[config.mk]
export PLATFORM = sky130hd
export DESIGN_NAME = abmb_div
export DESIGN_NICKNAME = d
export VERILOG_FILES = /design/src/rtl/abmb_pkg.sv /design/src/rtl/abmb_div.sv
export SDC_FILE = /design/constraint.sdc
export NUM_CORES = 1
export LEC_CHECK = 0
export BUFFER_PORTS_ARGS = -buffer_cell sky130_fd_sc_hd__clkbuf_2
export CORE_AREA = 2 2 142 144
export DETAILED_ROUTE_END_ITERATION = 12
export DIE_AREA = 0 0 144 146
export SLEW_MARGIN = 25
export SYNTH_ARGS = -nofsm -noshare
export SYNTH_HDL_FRONTEND = slang
export SYNTH_SLANG_ARGS = --single-unit
[constraint.sdc]
create_clock -name clk -period 3.2 [get_ports clk]
set_clock_uncertainty 0.05 [all_clocks]
set_input_delay 0.16 -clock clk [delete_from_list [all_inputs] [get_ports clk]]
set_output_delay 0.16 -clock clk [all_outputs]
set_load 0.02 [all_outputs]
[src/rtl/abmb_pkg.sv]
// Shared types, constants and helpers for the axis bucket mean binner.
// Used by abmb_div and axis_bucket_mean_binner_core; depends on nothing else.
package abmb_pkg;

  localparam int BUCKET_W    = 7;
  localparam int MAX_BUCKETS = 1 << BUCKET_W;
  localparam int NB_W        = 8;

  localparam int DIV_STEPS   = 64;
  localparam int DIV_CNT_W   = $clog2(DIV_STEPS);

  localparam logic [31:0] COUNT_MAX = 32'hFFFF_FFFF;

  localparam logic OP_SAMPLE = 1'b0;
  localparam logic OP_READ   = 1'b1;

  localparam logic [1:0] REG_NUM_BUCKETS   = 2'd0;
  localparam logic [1:0] REG_ORIGIN        = 2'd1;
  localparam logic [1:0] REG_INVERSE_WIDTH = 2'd2;
  localparam logic [1:0] REG_BUCKET_WIDTH  = 2'd3;

  typedef enum logic [2:0] {
    ST_IDLE,
    ST_DIFF,
    ST_MUL,
    ST_INDEX,
    ST_READ,
    ST_MODIFY,
    ST_DIV,
    ST_DONE
  } state_t;

  typedef struct packed {
    logic busy;
    logic done;
  } div_stat_t;

  // Bucket count actually in use: zero acts as one, anything above the
  // store depth acts as the store depth.
  function automatic logic [NB_W-1:0] eff_buckets(input logic [NB_W-1:0] nb);
    logic [NB_W-1:0] n;
    n = nb;
    if (nb == '0) begin
      n = NB_W'(1);
    end else if (nb > NB_W'(MAX_BUCKETS)) begin
      n = NB_W'(MAX_BUCKETS);
    end
    return n;
  endfunction

endpackage

[src/rtl/abmb_div.sv]
// Restoring divider, one quotient bit per cycle: 64-bit dividend by 32-bit divisor.
// Depends on abmb_pkg for the step count and the status struct.
module abmb_div (
  input  logic                clk,
  input  logic                rst,
  input  logic                start,
  input  logic [63:0]         dividend,
  input  logic [31:0]         divisor,
  output abmb_pkg::div_stat_t stat,
  output logic [31:0]         quotient
);

  logic [31:0]                    rem;
  logic [63:0]                    dq;
  logic [31:0]                    dvs;
  logic [abmb_pkg::DIV_CNT_W-1:0] step;
  logic                           busy;
  logic                           done;
  logic [32:0]                    shifted;
  logic                           fits;

  // The dividend register shifts out at the top while quotient bits enter
  // at the bottom, so it holds the full quotient after the last step.
  assign shifted = {rem, dq[63]};
  assign fits    = shifted >= {1'b0, dvs};

  always_ff @(posedge clk) begin
    if (rst) begin
      busy <= 1'b0;
      done <= 1'b0;
      step <= '0;
    end else begin
      done <= 1'b0;
      if (start) begin
        busy <= 1'b1;
        step <= '0;
      end else if (busy) begin
        step <= step + 1'b1;
        if (step == abmb_pkg::DIV_CNT_W'(abmb_pkg::DIV_STEPS - 1)) begin
          busy <= 1'b0;
          done <= 1'b1;
        end
      end
    end
  end

  always_ff @(posedge clk) begin
    if (start) begin
      rem <= '0;
      dq  <= dividend;
      dvs <= divisor;
    end else if (busy) begin
      rem <= fits ? 32'(shifted - {1'b0, dvs}) : shifted[31:0];
      dq  <= {dq[62:0], fits};
    end
  end

  assign stat.busy = busy;
  assign stat.done = done;
  assign quotient  = dq[31:0];

endmodule

Yosys cells after proc, flatten, opt, wreduce, memory -nomap -nowiden:

Cells that the tools add are included.

* reductions and logical operators: 3
* add/subtract/negate cells: 2
* $lt $le $gt $ge: 1
* muxes and demuxes: 7
* bitwise operators: 1
* eq/ne operators: 1

Operators by type and width (count)
* $mux 64: 2
* $ge 33x32->1: 1
* $mux 32: 1
* $sub 32x32->32: 1
* $add 6x1->6 const B: 1
* $eq 6x6->1 const B: 1
* $mux 1: 4
* $reduce_or 3->1: 1
* $reduce_bool 2->1: 1
* $reduce_or 2->1: 1
* $not 1->1: 1

* bits in registers: 136
* input bits: 99
* word-level logic and storage cells: 21
* output and inout bits: 34

Depth between registers and ports, before layout:

Gate-level depths: netlist (run 1).

* word-level depth: 4
* depth in mapped cells: 13
* gate-level depth less buffers: 11

Least setup slack after synthesis (run 1):

OpenSTA, ideal clock, no wires.

* kind: register to register
* start point: register dvs[3]
* end point: register rem[31]
* required time: 3058 ps
* buffers on the path: 0
* cell stages (with the launch flop): 11
* library setup time: 92 ps
* setup slack: 580 ps
* period minus slack after synthesis: 2620 ps
* data arrival time: 2478 ps
* cells stage by stage: edfxtp_1 inv_1 ha_1 and2_4 a221o_1 o2111ai_2 o2111a_2 o21ai_2 a221o_1 mux2_4 nor4_1

* longest elaborated chain between the ends: 2
* elaborated cells on any way between the ends: 3
* those cells by class: add/sub: 1; order compare: 1; mux: 1

Ends and longest elaborated chain
* start: declaration: line abmb_div.sv:15 `logic [31:0] dvs;`
* start signal: assignment: line abmb_div.sv:51 `dvs <= divisor;`
* $sub 32x32->32 / $ge 33x32->1 (equally long branches): line abmb_div.sv:53, abmb_div.sv:25
* $mux 32 *: line abmb_div.sv:53 `rem <= fits ? 32'(shifted - {1'b0, dvs}) : shifted[31:0];`
* end signal: assignment: line abmb_div.sv:53
* end: declaration: line abmb_div.sv:13 `logic [31:0] rem;`

Mark *: on every way between the ends. The rest lies on a longest branch, timed or not.
A chain may end at the register's enable or synchronous reset.

Worst setup path in the final report (run 1):

* start point: register dvs[14]
* end point: register rem[10]

* longest elaborated chain between the ends: 2

Ends and longest elaborated chain
* $ge 33x32->1: line abmb_div.sv:25 `assign fits = shifted >= {1'b0, dvs};`
* $mux 32: line abmb_div.sv:53

No other way between the ends.

==> impl_results.md, run 1 <==
* Outcome: completed
* Synth Cell Area at 7680 µm²
* Met3 usage at 0.0546
* Final min period at 2880 ps
* Initial DRC count at 286
* GRT overflow at 0
* Total design power at 5.21 mW
* Clock Path Buffers at 2
* Post-Syn Instances at 717
* Final core occ at 0.510
* Initial Utilization at 0.397
* FF+latch count, synth at 136
* Ratio of cells with drive above 1 in the final layout at 0.282
* TritonCTS Buffers at 17
* P_leak at 4.05 nW
* # setup viols final at 0
* Root Driver: clkbuf_16
* Worst skew pair latency at 420 ps
* Worst Path Required at 3480 ps
* CP Launch Type: flop
* Vias in the first global route at 5,867
* FF-to-FF End: rem[10]
* Prevailing post-synth register cell: edfxtp_1
* Drt wl/cell at 14.9 µm
* Nets at 1,040
* # rows at 51
* Post-CTS Setup Bufs at 0
* Switching share of power at 0.293
* Clock transition at the registers of the reported paths at 60 ps
* Global-route wire length before repair at 29.1 mm
* Gr busiest metal: met2
* Final setup margin at 323 ps
* YS warnings at 0
* Area of the multi-input gates at 3370 µm²
* Worst Setup EP: rem[10]
* Final non-filler cell total at 1,184
* Max-cap violation count at 0
* Post-synth EDFFs at 96
* Die ar. at 21,000 µm²
* Hold path start: start
* Cell internal pwr at 3.68 mW
* IO Port Bufs at 132
* TNS Setup at 0 ps
* Routed vias/inst at 5.00
* Hold crit path type: in -> reg
* Maximum vdd drop at 0.384 mV
* Tcrit/Tclk final at 0.899
* Relative slew slack at 0.451
* PostCTS Resize Cnt at 0
* Hold_ws at 124 ps
* Cell area after layout at 9850 µm²
* Tot GR Track Use at 0.172
* Fin. Hold Viols at 0
* Placed cell count at 1,056
* Sequential share of power at 0.414
* Met2 Use GR at 0.265
* Cell depth of the worst flop-to-flop path at 10
* Clk sinks at 136
* Critical Path Source: dvs[14]
* Core area at 19,300 µm²
* PwrDens at 529 nW/µm²
* Area after DPL at 8320 µm²
* M1 GR Usage at 0.234
* CTS tree: yes
* FF+latch area at 3680 µm²
* Vias at 5,924
* Least-Margin Pin Slew at 823 ps
* Initial antenna violation count at 0
* Largest net degree at the start of global routing at 129
* GPL Wtd Cong at 0.807
* Slew Viols, Final at 0
* Die Span Y at 146 µm
* Drt pass-1 iters at 5
* Drt total wl at 17.6 mm
* Reg2reg start: dvs[14]
* H-tree depth at 4
* Clock power frac at 0.365
* Final ANT Viol Nets at 0
* Switching Power at 1.53 mW
* Post-synth top area share at 0.375
* Worst Path Arrival at 3160 ps
* Max FO, Critical Path at 36
* Fill cell count at 1,752
* Max Clk Rate at 0.348 GHz
* Most common cell in the netlist: edfxtp_1
* DP Wirelength at 11.3 mm
* Syn Area/Cell at 10.7 µm²
* DRC viols at 0
* R2R setup slack at 320 ps
* Cell taking the most area after synthesis: edfxtp_1
* I/O pins at 133
* Gate power share at 0.221
* Distinct cells, synth at 72
* Mapped Nets at 850
* # diodes at 0
* Post-synthesis sequential area ratio at 0.479
* Synth area leaders: edfxtp_1 (38%), dfxtp_1 (10%), mux2_2 (9.5%)
* Setup WS pre-CTS at 307 ps
* Die X at 144 µm
* Ys async rst share at 0
* CP Class: reg -> reg
* Crit end category: flop
* Synth top cells by count: edfxtp_1 (96), nand2_1 (71), mux2_2 (65)
* RSZ-0062 raised after global routing: false
* Area Overhead vs Synth at 28.2%
## kinds of logic (layout without fill, tap and decap cells)
kind of cell             Yosys count  count (layout)  share of synthesized area
buffers and inverters            115             317                     0.0819
XOR/XNOR                          22              22                     0.0251
multiplexers                      68              68                     0.0998
flip-flops                       136             136                      0.479
AND/OR/NAND/NOR                  195             195                      0.120
AO/OA/AOI/OAI                    147             147                      0.137
adder cells (fa/ha/maj)           34              34                     0.0564
## cell type report
| cell class | count | area share |
|---|---|---|
| flip-flops and latches | 136 | 0.374 |
| multi-input cells | 466 | 0.342 |
| repair buffers | 237 | 0.174 |
| clock buffers | 17 | 0.0432 |
| well taps | 265 | 0.0337 |
| inverters | 49 | 0.0187 |
| clock inverters | 14 | 0.0137 |
## how the worst min path moves through the flow
stage               endpoint  slack [ps]  depth (start not counted)
floorplan               busy         180                          1
global placement        busy         280                          2
detailed placement      busy         280                          2
CTS                  rem[30]         110                          3
global route         rem[30]         120                          3
finish               rem[30]         120                          3
## cell usage in the layout (no fill, tap or decap), types with 3 or more instances in the layout
cell type	netlist	routed
o21a_1	6	6
nand2_1	71	70
o211ai_1	6	6
a21o_1	6	6
nor2b_1	3	3
or2_2	3	3
nor4_1	3	3
xnor2_1	15	15
or3_1	7	7
clkinvlp_4	0	3
inv_6	0	6
nand4_1	8	8
o21ai_1	3	3
inv_1	49	49
a31oi_1	5	5
buf_4	34	7
ha_1	33	33
a211oi_1	4	4
a21oi_1	35	35
nor3b_1	5	5
and3_1	5	5
mux2_2	65	65
nand2b_1	6	6
a311oi_1	23	23
o21bai_1	4	4
xor2_1	7	7
o31ai_1	3	3
clkbuf_2	0	131
nand3_1	11	11
nor3_1	6	6
dfxtp_1	40	39
edfxtp_1	96	96
o21ai_0	21	21
o21ai_2	3	3
dlygate4sd3_1	0	97
nor2_1	53	53
clkbuf_16	0	17
## power by group through the flow
stage	Clock, mW	Sequential, mW	Combinational (mW)
final	1.90	2.16	1.15
after global routing	2.03	2.17	1.28
after CTS	1.95	2.16	1.15
after detailed placement	0	2.19	1.05
after global placement	0	2.19	1.05
after floorplan	0	2.17	0.841
## metal layers
metal  share of wire  vias up
met3           0.053       21
met4           0.012        0
met2            0.46      152
li1                -     2967
met5               0        -
met1            0.48     2784
## registers in the layout, summed over array words and instances (netlist names)
register / cells
dq: 64
dvs: 32
rem: 32
step: 6
busy: 1
done: 1
## critical path, cell delays in order, from the launching register on
cell,delay [ps]
edfxtp_1,330
inv_1,40
ha_1,440
nand4_1,210
nor2_1,190
nand2_1,100
o211a_1,270
o2111a_1,290
buf_12,170
or3_1,410
a311oi_1,250
## what timing repair did
action	CTS	global route
hold endpoints to repair	97	0
endpoints found under the setup margin	0	0
hold buffers	97	0
Power figures use the tool's default switching activity.
==> run 2: changes to the inputs <==
CORE_AREA = 2 2 121 169   (was 2 2 142 144)
DIE_AREA = 0 0 123 171   (was 0 0 144 146)
PLACE_DENSITY_LB_ADDON = 0.12   (was default)
==> run 2 against run 1 <==
Against the previous run: setup slack lost 43 ps; sequential cell count is the same; wire length shrank 0.63%; power grew 1.4%; utilization shrank 0.88 points; sequential share of layout area is essentially flat; register-to-register slack lost 40 ps; die area is essentially flat; critical path depth is the same; fmax shrank 1.5%; critical endpoint unchanged; highest routed layer unchanged.
==> impl_results.md, run 2 (same netlist as run 1, synthesis figures left out) <==
* Switching share of power at 0.298 (+0.00510)
* Area Overhead vs Synth at 28.4% (about the same)
* Drt pass-1 iters at 4 (-1)
* Hold path start: dividend[1]
* Worst Path Required at 3470 ps (about the same)
* Commonest non-fill, non-tap cell in the layout: clkbuf_2
* Nets at 1,042 (+0.19%)
* Outcome: completed
* CP Buf/Inv Count at 2 (unchanged)
* Root Driver: clkbuf_16
* Drt wl/cell at 14.9 µm (+0.22%)
* Least-Margin Pin Slew at 695 ps (-128 ps)
* Switching Power at 1.57 mW (+3.1%)
* Max Clk Rate at 0.342 GHz (-1.5%)
* Die X at 123 µm (-15%)
* Hold crit path type: in -> reg
* CP Launch Type: flop
* Critical Path Source: dvs[12]
* Core area at 19,700 µm² (+1.8%)
* # diodes at 0 (unchanged)
* Die ar. at 21,000 µm² (about the same)
* Final core occ at 0.501 (-0.00878)
* Sequential share of power at 0.407 (-0.007)
* DP Wirelength at 11.7 mm (+3.3%)
* Slew Viols, Final at 0 (unchanged)
* Vias at 5,981 (+0.96%)
* PwrDens at 536 nW/µm² (+1.3%)
* Max FO, Critical Path at 14 (-61%)
* Drt total wl at 17.5 mm (-0.63%)
* Ratio of cells with drive above 1 in the final layout at 0.283 (+0.00125)
* Critical path's slowest cell: ha_1
* Reg2reg start: dvs[12]
* H-tree depth at 4 (unchanged)
* P_leak at 4.07 nW (+0.57%)
* I/O pins at 133 (unchanged)
* Max reg flops at 64 (unchanged)
* Routed vias/inst at 5.09 (+1.8%)
* Fin. Hold Viols at 0 (unchanged)
* Clock power frac at 0.374 (+0.009)
* GRT overflow at 0 (unchanged)
* Relative slew slack at 0.536 (+0.0850)
* TNS Setup at 0 ps (unchanged)
* Vias in the first global route at 6,170 (+5.2%)
* Gate power share at 0.219 (-0.002)
* Die Span Y at 171 µm (+17%)
* Tot GR Track Use at 0.174 (+0.00182)
* Initial DRC count at 252 (-12%)
* Global-route wire length before repair at 29.0 mm (-0.28%)
* Crit path max-delay family: simple AND/OR/NAND/NOR gates
* RSZ-0062 raised after global routing: false
* GPL Wtd Cong at 0.816 (+1.0%)
* Reg with most FFs: dq
* Top flop regs: dq: 64 flops, dvs: 32 flops, rem: 32 flops
* Initial antenna violation count at 0 (unchanged)
* Post-CTS Setup Bufs at 0 (unchanged)
* Most frequent cells in the layout: clkbuf_2 (131), edfxtp_1 (96), dlygate4sd3_1 (96)
* TritonCTS Buffers at 17 (unchanged)
* # setup viols final at 0 (unchanged)
* Tcrit/Tclk final at 0.912 (+0.0134)
* # rows at 61 (+20%)
* DRC viols at 0 (unchanged)
* Largest net degree at the start of global routing at 95 (-26%)
* IO Port Bufs at 132 (unchanged)
* Clk sinks at 136 (unchanged)
* Worst skew pair latency at 420 ps (about the same)
* Clock Path Buffers at 2 (unchanged)
* CP peak stage delay at 410 ps (-30 ps)
* Maximum vdd drop at 0.363 mV (-5.5%)
* Crit end category: flop
* CP Class: reg -> reg
* Clock transition at the registers of the reported paths at 60 ps (about the same)
* Cell internal pwr at 3.71 mW (+0.65%)
* Worst Path Arrival at 3190 ps (+30 ps)
* Max-cap violation count at 0 (unchanged)
* Worst-path cell chain: inv_1 > ha_1 > and4_1 > and4_4 > o2111ai_2 > o211a_1 > o2111a_1 > buf_4 > or3_1 > a311oi_1
* Final ANT Viol Nets at 0 (unchanged)
* Initial Utilization at 0.390 (-0.00720)
* CTS tree: yes
* Final min period at 2920 ps (+43.0 ps)
run 2: cell count changes in the layout (fill, tap and decap cells not counted), sizes merged:
| cell | before | now |
|---|---|---|
| dlygate4sd3 | 97 | 96 |
| clkinvlp | 3 | 0 |
| inv | 56 | 58 |
| clkinv | 3 | 5 |
| buf | 9 | 12 |
run 2: through the flow:
step | setup slack [ps] | std cells | hold slack [ps] | total power, mW | cell area [µm²]
floorplan | 580 | 717 | 182 | 3.01 | 7680
global placement | 366 | 1046 | 280 | 3.24 | 8310
detailed placement | 299 | 1046 | 289 | 3.25 | 8310
CTS | 288 | 1174 | 7.25 | 5.36 | 9860
global route | 84.8 | 1174 | 16.7 | 5.56 | 9860
finish | 280 | 1174 | 24.3 | 5.28 | 9860
run 2: cell type report:
type	count	area, µm²
fill	1836	9830
sequential	136	3680
multi-input combinational	466	3370
timing repair buffer	239	1720
clock buffer	17	425
tap	252	315
inverter	49	184
clock inverter	15	160
run 2: power by group through the flow:
stage	Combinational, mW	Sequential [mW]	Clock [mW]
detailed placement	1.06	2.19	0
finish	1.16	2.15	1.97
global route	1.28	2.17	2.10
CTS	1.16	2.15	2.05
floorplan	0.841	2.17	0
global placement	1.05	2.19	0
run 2: worst paths after layout:
kind | end | slack [ps] | cells after the start
worst min-delay path | dq[1] | 20 | 2
worst min register to register | rem[15] | 450 | 2
worst max-delay path | rem[10] | 280 | 10
worst max register to register | rem[10] | 280 | 10
run 2: layer usage:
layer  track usage  part of all wire  vias up
li1              -                 -     2977
met1         0.212              0.45     2859
met2         0.299              0.50      132
met3        0.0433             0.043       13
met4        0.0553             0.011        0
met5             0                 0        -
run 2: timing repair:
action,4_1_cts,5_1_grt
endpoints found under the hold margin,96,0
gates resized for setup,0,0
hold buffers,96,0
==> run 3: changes to the inputs <==
BUFFER_PORTS_ARGS = default   (was -buffer_cell sky130_fd_sc_hd__clkbuf_2)
CTS_BUF_LIST = sky130_fd_sc_hd__clkbuf_8   (was default)
DONT_BUFFER_PORTS = 1   (was default)
==> run 3 against run 2 <==
Against the previous run: power down 11%; sequential power up 3%; combinational power down 14%; fmax down 0.86%; clock-buffer cell count unchanged; final area down 8.0%; largest cell class unchanged; clock power down 25%; register-to-register slack worse by 30 ps; sequential share of layout area up 3.3 points.
==> impl_results.md, run 3 (same netlist as run 1, synthesis figures left out) <==
* Drt total wl at 17.0 mm (-3.3%)
* Hold crit path type: in -> reg
* Initial Utilization at 0.390 (unchanged)
* Tcrit/Tclk final at 0.920 (+0.00789)
* Hold_ws at 83.8 ps (+59.5 ps)
* Die X at 123 µm (unchanged)
* Crit end category: flop
* Drt wl/cell at 16.2 µm (+8.7%)
* CP Class: reg -> reg
* Maximum vdd drop at 0.268 mV (-26%)
* # setup viols final at 0 (unchanged)
* Tot GR Track Use at 0.166 (-0.00826)
* Root Driver: clkbuf_8
* Max Clk Rate at 0.340 GHz (-0.86%)
* Max-cap violation count at 0 (unchanged)
* PwrDens at 518 nW/µm² (-3.4%)
* # diodes at 0 (unchanged)
* I/O pins at 133 (unchanged)
* Final ANT Viol Nets at 0 (unchanged)
* Global-route wire length before repair at 27.6 mm (-4.9%)
* Largest net degree at the start of global routing at 129 (+36%)
* Clk sinks at 136 (unchanged)
* Area Overhead vs Synth at 18.0%
* Nets at 912 (-12%)
* Max reg flops at 64 (unchanged)
* Final non-filler cell total at 1,044 (-11%)
* GRT overflow at 0 (unchanged)
* CP Launch Type: flop
* Max FO, Critical Path at 15 (+1)
* Outcome: completed
* DP Wirelength at 11.3 mm (-3.4%)
* Worst Path Arrival at 3250 ps (+60 ps)
* Initial antenna violation count at 1 (+1)
* Final min period at 2940 ps (+25.2 ps)
* Die Span Y at 171 µm (unchanged)
* Ratio of cells with drive above 1 in the final layout at 0.165 (-0.118)
* TritonCTS Buffers at 17 (unchanged)
* Commonest non-fill, non-tap cell in the layout: dlygate4sd3_1
* Least-Margin Pin Slew at 817 ps (+122 ps)
* Initial DRC count at 243 (-3.6%)
* IO Port Bufs at 0 (-100%)
* Most frequent cells in the layout: dlygate4sd3_1 (98), edfxtp_1 (96), nand2_1 (70)
* Clock Path Buffers at 2 (unchanged)
* Drt pass-1 iters at 4 (unchanged)
* H-tree depth at 4 (unchanged)
* Reg with most FFs: dq
* PostCTS Resize Cnt at 0 (unchanged)
* Core area at 19,700 µm² (unchanged)
* GPL Wtd Cong at 0.824 (+1.1%)
* CTS tree: yes
* Clock transition at the registers of the reported paths at 100 ps (+40 ps)
* Slew Viols, Final at 0 (unchanged)
* Worst Path Required at 3510 ps (+40 ps)
* Die ar. at 21,000 µm² (unchanged)
* Relative slew slack at 0.453 (-0.0832)
* Setup WS pre-CTS at 273 ps (-25.9 ps)
* Final setup margin at 255 ps (-25.2 ps)
* Top flop regs: dq: 64 flops, dvs: 32 flops, rem: 32 flops
* Vias in the first global route at 5,647 (-8.5%)
* Worst skew pair latency at 450 ps (+30 ps)
* RSZ-0062 raised after global routing: false
* P_leak at 3.46 nW (-15%)
* DRC viols at 0 (unchanged)
* # rows at 61 (unchanged)
* Fin. Hold Viols at 0 (unchanged)
* Placed cell count at 913 (-13%)
* TNS Setup at 0 ps (unchanged)
* Fill cell count at 1,848 (+0.65%)
* Routed vias/inst at 5.31 (+4.2%)
* Vias at 5,541 (-7.4%)
-- run 3: report_power, final --
part / leakage [nW] / total [mW] / switching (mW) / internal, mW
sequential: 1.29 / 2.22 / 0.140 / 2.08
combinational: 1.96 / 1.00 / 0.538 / 0.462
clock: 0.212 / 1.48 / 0.868 / 0.611
-- run 3: through the flow --
stage / utilization / instance area (µm²) / total power [mW]
after floorplan: - / 7680 / 3.01
after global placement: 0.388 / 7630 / 3.12
after detailed placement: 0.388 / 7630 / 3.13
after CTS: 0.460 / 9070 / 4.77
after global routing: 0.460 / 9070 / 4.96
final: 0.460 / 9070 / 4.69
-- run 3: path summary, 6_finish.rpt --
check          start  depth (start not counted)  slack (ps)       to
max reg2reg  dvs[11]                         10         260  rem[10]
min            start                          2          80  rem[28]
max          dvs[11]                         10         260  rem[10]
min reg2reg  rem[18]                          2         450  rem[19]
-- run 3: area by class of cell --
type / instances / area, µm² / area share
sequential: 136 / 3680 / 0.406
multi-input combinational: 466 / 3370 / 0.372
timing repair buffer: 109 / 1080 / 0.119
tap: 252 / 315 / 0.0348
clock buffer: 17 / 234 / 0.0258
clock inverter: 15 / 194 / 0.0214
inverter: 49 / 184 / 0.0203
-- run 3: per-layer routing --
metal	share of wire	global-route usage	routed length, µm
met1	0.43	0.197	7300
met2	0.50	0.284	8550
met3	0.049	0.0420	832
met4	0.016	0.0662	272
met5	0	0	0
-- run 3: critical path, stage by stage (launching register included) --
cell and delay [ps]:
edfxtp_1 350, inv_1 50, ha_1 410, and4_1 250, and4_4 260, o2111ai_2 110
o211a_1 190, o2111a_1 290, buf_4 200, or3_1 400, a311oi_1 290
-- run 3: timing repair --
item                                   CTS  global route
setup buffers                            0             0
hold buffers                            99             0
setup endpoints to repair                0             0
endpoints found under the hold margin  168             0
